[src/hdl/lzwe_pkg.sv]
// Shared types and constants for the 12-bit LZW encoder.
`default_nettype none

package lzwe_pkg;

  localparam int CODE_BITS      = 12;
  localparam int BYTE_W         = 8;
  localparam int TABLE_SIZE_DEF = 5021;
  // Up to seven leftover bits sit above a freshly loaded code.
  localparam int ACC_W          = CODE_BITS + 7;
  localparam int CNT_W          = 5;

  localparam logic [CODE_BITS-1:0] FIRST_CODE    = 12'd256;
  localparam logic [CODE_BITS-1:0] LAST_ASSIGNED = 12'd4094;
  localparam logic [CODE_BITS-1:0] END_MARK      = 12'd4095;
  localparam logic [CODE_BITS-1:0] ZERO_CODE     = 12'd0;

  typedef enum logic [1:0] {
    TAIL_CUR,
    TAIL_END,
    TAIL_ZERO
  } tail_e;

  typedef struct packed {
    logic                 valid;
    logic [CODE_BITS-1:0] code;
    logic [CODE_BITS-1:0] prefix;
    logic [BYTE_W-1:0]    append;
  } entry_t;

  typedef struct packed {
    logic  accept;
    logic  probe_step;
    logic  hit;
    logic  miss;
    logic  load_tail;
    tail_e tail;
    logic  push;
    logic  mark_run;
    logic  mark_stream;
    logic  end_stream;
    logic  sweep;
  } cmd_t;

  typedef struct packed {
    logic have_first;
    logic slot_empty;
    logic slot_hit;
    logic exhausted;
    logic code_done;
    logic out_free;
    logic clr_done;
  } sts_t;

endpackage

`default_nettype wire

[src/hdl/lzwe_ctrl.sv]
// Controller state machine of the LZW encoder.
`default_nettype none

module lzwe_ctrl (
  input  wire logic          clk_i,
  input  wire logic          rst_ni,
  input  wire logic          in_valid_i,
  input  wire logic          last_byte_i,
  output logic               in_stall_o,
  input  wire lzwe_pkg::sts_t sts_i,
  output lzwe_pkg::cmd_t     cmd_o
);

  localparam logic [2:0] ST_CLEAR = 3'd0;
  localparam logic [2:0] ST_IDLE  = 3'd1;
  localparam logic [2:0] ST_PROBE = 3'd2;
  localparam logic [2:0] ST_LOAD  = 3'd3;
  localparam logic [2:0] ST_EMIT  = 3'd4;

  logic [2:0]          state_q, state_d;
  lzwe_pkg::tail_e     tail_q, tail_d;
  logic                final_q, final_d;
  logic                last_q, last_d;

  always_comb begin
    cmd_o      = '0;
    state_d    = state_q;
    tail_d     = tail_q;
    final_d    = final_q;
    last_d     = last_q;
    in_stall_o = (state_q != ST_IDLE);
    case (state_q)
      ST_CLEAR: begin
        cmd_o.sweep = 1'b1;
        if (sts_i.clr_done) state_d = ST_IDLE;
      end
      ST_IDLE: begin
        if (in_valid_i) begin
          cmd_o.accept = 1'b1;
          last_d       = last_byte_i;
          if (sts_i.have_first) begin
            state_d = ST_PROBE;
          end else if (last_byte_i) begin
            tail_d  = lzwe_pkg::TAIL_CUR;
            state_d = ST_LOAD;
          end
        end
      end
      ST_PROBE: begin
        if (sts_i.slot_hit) begin
          cmd_o.hit = 1'b1;
          if (last_q) begin
            tail_d  = lzwe_pkg::TAIL_CUR;
            state_d = ST_LOAD;
          end else begin
            state_d = ST_IDLE;
          end
        end else if (sts_i.slot_empty || sts_i.exhausted) begin
          cmd_o.miss = 1'b1;
          final_d    = !last_q;
          tail_d     = lzwe_pkg::TAIL_CUR;
          state_d    = ST_EMIT;
        end else begin
          cmd_o.probe_step = 1'b1;
        end
      end
      ST_LOAD: begin
        cmd_o.load_tail = 1'b1;
        cmd_o.tail      = tail_q;
        final_d         = (tail_q == lzwe_pkg::TAIL_ZERO);
        case (tail_q)
          lzwe_pkg::TAIL_CUR: tail_d = lzwe_pkg::TAIL_END;
          default:            tail_d = lzwe_pkg::TAIL_ZERO;
        endcase
        state_d = ST_EMIT;
      end
      ST_EMIT: begin
        if (sts_i.out_free) begin
          cmd_o.push        = 1'b1;
          cmd_o.mark_run    = final_q && sts_i.code_done;
          cmd_o.mark_stream = final_q && sts_i.code_done && last_q;
          if (sts_i.code_done) begin
            if (!final_q) begin
              state_d = ST_LOAD;
            end else if (last_q) begin
              cmd_o.end_stream = 1'b1;
              state_d          = ST_CLEAR;
            end else begin
              state_d = ST_IDLE;
            end
          end
        end
      end
      default: state_d = ST_CLEAR;
    endcase
  end

  always_ff @(posedge clk_i or negedge rst_ni) begin
    if (!rst_ni) begin
      state_q <= ST_CLEAR;
      tail_q  <= lzwe_pkg::TAIL_CUR;
      final_q <= 1'b0;
      last_q  <= 1'b0;
    end else begin
      state_q <= state_d;
      tail_q  <= tail_d;
      final_q <= final_d;
      last_q  <= last_d;
    end
  end

endmodule

`default_nettype wire

[config.mk]
export PLATFORM = sky130hd
export DESIGN_NAME = lzwe_ctrl
export DESIGN_NICKNAME = d
export VERILOG_FILES = /design/src/hdl/lzwe_pkg.sv /design/src/hdl/lzwe_ctrl.sv
export SDC_FILE = /design/constraint.sdc
export NUM_CORES = 1
export LEC_CHECK = 0
export BUFFER_PORTS_ARGS = -buffer_cell sky130_fd_sc_hd__buf_2
export CAP_MARGIN = 20
export CORE_AREA = 2 2 39 41
export DETAILED_ROUTE_END_ITERATION = 6
export DIE_AREA = 0 0 41 43
export HOLD_SLACK_MARGIN = 0.12
export PLACE_DENSITY_LB_ADDON = 0.12
export SETUP_SLACK_MARGIN = 0.5
export SLEW_MARGIN = 20
export SYNTH_ARGS = -nofsm -noshare
export SYNTH_HDL_FRONTEND = slang
export SYNTH_SLANG_ARGS = --single-unit
[constraint.sdc]
create_clock -name clk_i -period 2.6 [get_ports clk_i]
set_input_delay 0.52 -clock clk_i [delete_from_list [all_inputs] [get_ports clk_i]]
set_output_delay 0.52 -clock clk_i [all_outputs]
set_load 0.01 [all_outputs]
==> out/summary.md <==
* completed — status
* sky130_fd_sc_hd__dfrtp_1 (7), sky130_fd_sc_hd__nor2_1 (5), sky130_fd_sc_hd__and2_1 (4), sky130_fd_sc_hd__nand2_1 (4) — ranking of synthesized cells by instance count
* 4 — crit path max fanout
* 0.00946 ns — Final Skew
* 7 — clock net sink count
* sky130_fd_sc_hd__clkbuf_4 — buffer cell driving the clock tree root
* 17.0% — GR Util All Layers
* sky130_fd_sc_hd__or4b_4 — highest-delay cell along the critical path
* 24.3% — met1 Use GR
* 2.08 ns — data required time at the worst endpoint
* 2 — clock tree buffer depth
* 80.6% — final worst-path cycle share
* 1 — deepest level of the CTS H-tree
* 0 — final global-route overflow total
* 586 uV — Max VDD drop
* 2010 microns — wire length of the first global-routing pass
* 0 — Final Hold Violating Endpoints
* 2.09 ns — final critical-path required period
* primary output — Worst Setup End Kind
* 0.57 ns — largest stage delay on the critical path
* 12.0 microns — Wirelength per Cell
* true — RSZ-0062 raised after global routing
* 23 — number of port buffers
* 0 — Final Slew Violations
* state_q[2] — startpoint of the lowest-slack register-to-register path
* 5.37 — vias per cell
* 1380 sq um — core area
* 1.57 ns — arrival time at the worst endpoint
* 0 — Synth warnings
* 101 — Placed Cells
* 0.529 ns — WHS
* met1 — busiest layer in global routing
* 108 — non-filler instance count after layout
* 672 sq um — area after detailed placement
* 0.25 ns — worst-skew pair later-pin latency
* 1000 microns — post-detailed-placement half-perimeter wirelength
* 8 — First DRT Iteration DRCs
* 0 — count of final setup violators
* 1760 sq um — die area
* 15 — maximum number of pins on one net before global-route repair
* 544 sq um — post-synthesis instance area
* 7 — Synth Register Bits
* 0.535 ns — DP Worst Slack
* 1 — Buffers & Inverters on Critical Path
* 0 — total inserted antenna cells
* 24 — number of ports placed on the die boundary
* 355 sq um — area of combinational cells with multiple inputs
* 8.50 sq um — mean post-synth cell area
* 3 — number of CTS-inserted buffers
* sky130_fd_sc_hd__dfrtp_1 (32%), sky130_fd_sc_hd__and2_1 (4.6%), sky130_fd_sc_hd__a21o_1 (4.1%), sky130_fd_sc_hd__nor2_1 (3.4%), sky130_fd_sc_hd__buf_2 (2.8%) — ranking of synthesized cells by area
* 0 ns — Total Neg Setup Slack
* tail_q[0] — startpoint of the tightest hold check path
* built — clock tree from TritonCTS
* flop — type of origin of the critical path
* 951 nW/um^2 — Pwr Density
* last_q — capture instance of the worst register-to-register path
* 476 — number of global-route vias before repair
* 0 — number of maximum-capacitance constraint violations
* 39.3% — Initial Utilization
* 0 — detailed-route DRC error count
* 41 microns — die extent in x
* 53.3% — utilization after layout
* sky130_fd_sc_hd__dfrtp_1 — Yosys top cell by area
* 0.375 nW — total leakage power
* 1 — number of stages on the worst hold path
* tail_q[0] — Worst Hold Path EP
* 738 sq um — total non-filler cell area in the finished layout
* 78.3% — worst max-slew margin expressed relative to the limit
* 0 — antenna-violating nets left
* or4b_4 > nor3_4 > buf_2 — CP cell instances
* 4 — cells on worst reg2reg path
* 0 — count of flip-flops with a built-in enable after synthesis
* 35.6% — Layout Area Growth over Synthesis
* reg -> reg — worst hold path class
* 39.1% — share of layout cells above drive strength 1
* 0 — number of antenna violations at the first check in global routing
* 0.702 mW — Total Power
* 1.03 ns — Worst R2R Setup Slack
* 104 — number of nets in the final layout
* 178 sq um — sequential cell area
* 477 MHz — Achievable Freq
* 100% — post-synthesis async set-or-reset flop share
* 3 — drt first pass iters
* 32.2% — fraction of post-synthesis cell area in the top cell type by area
* 32.2% — sequential element share of the synthesized area
* 0.820 — final weighted congestion in routability-driven placement
* 14 — Site Rows
* 0.324 ns — Worst Tran Pin Value
* 3 — number of logic stages on the critical path including buffering
* 580 — vias
* simple AND/OR/NAND/NOR gates — cell family with the largest share of critical-path delay
* sky130_fd_sc_hd__dfrtp_1 — predominant post-synthesis flop cell
* reg -> out — Worst Setup Path Type
* 36 — Cell variety after synth
* 0.506 ns — setup ws final
* 23.8% — GR Layer Usage met2
* 7.85% — GRT met3 Usage
* sky130_fd_sc_hd__dfrtp_1 — top-count cell post-synth
* 143 — fillers
* 0.05 ns — Clk pin slew, worst setup/hold paths
* 1290 microns — total wire length
* 75 — Synthesized Nets
* 43 microns — Die Ht
* 64 — Post-Syn Instances
## how the worst max path moves through the flow
stage	from	end	slack, ns
floorplan	state_q[2]	cmd_o[1]	0.70
global placement	sts_i[4]	cmd_o[10]	0.55
detailed placement	sts_i[4]	cmd_o[10]	0.53
CTS	state_q[2]	cmd_o[10]	0.51
global route	state_q[2]	cmd_o[10]	0.44
finish	state_q[2]	cmd_o[10]	0.51
## where the power goes
part | internal [mW] | switching, mW | leakage, nW
sequential | 0.158 | 0.0422 | 0.0850
combinational | 0.188 | 0.219 | 0.275
clock | 0.0583 | 0.0361 | 0.0150
## state kept, by name, indices dropped and copies added (netlist names)
register  cells
final_q       1
last_q        1
state_q       3
tail_q        2
## timing repair
item                                    in CTS  in global routing
endpoints found under the setup margin       2                  3
setup buffers                                2                  0
cloned                                       0                  0
resized for setup                            3                  1
pin swaps                                    0                  0
hold endpoints to repair                     7                  0
hold buffers                                 1                  0
## routing by layer
metal | wire [microns] | share of wire [%]
met5 | 0 | 0
met4 | 0 | 0
met3 | 80 | 6.2
met2 | 571 | 44
met1 | 640 | 50
## cell usage in the layout (no fill, tap or decap), types with 3 or more instances in the layout
master / synthesis / layout
sky130_fd_sc_hd__buf_2: 3 / 23
sky130_fd_sc_hd__inv_1: 3 / 3
sky130_fd_sc_hd__nor2_1: 5 / 5
sky130_fd_sc_hd__a21o_1: 3 / 3
sky130_fd_sc_hd__clkbuf_4: 0 / 3
sky130_fd_sc_hd__buf_4: 0 / 3
sky130_fd_sc_hd__and2_1: 4 / 4
sky130_fd_sc_hd__nand2_1: 4 / 4
sky130_fd_sc_hd__dfrtp_1: 7 / 5
## cell families after synthesis
| group | synth area share (%) |
|---|---|
| AO/OA/AOI/OAI | 22.3 |
| buffers and inverters | 4.83 |
| flip-flops | 32.2 |
| multiplexers | 2.07 |
| AND/OR/NAND/NOR | 38.6 |
## final cells by class
class | count | share of cell area, %
Clock buffer | 4 | 3.56
Inverter | 3 | 1.53
Multi-Input combinational cell | 51 | 48.1
Sequential cell | 7 | 24.1
Tap cell | 16 | 2.71
Timing Repair Buffer | 27 | 20.0
No activity file was read; power rests on OpenSTA's default activity.
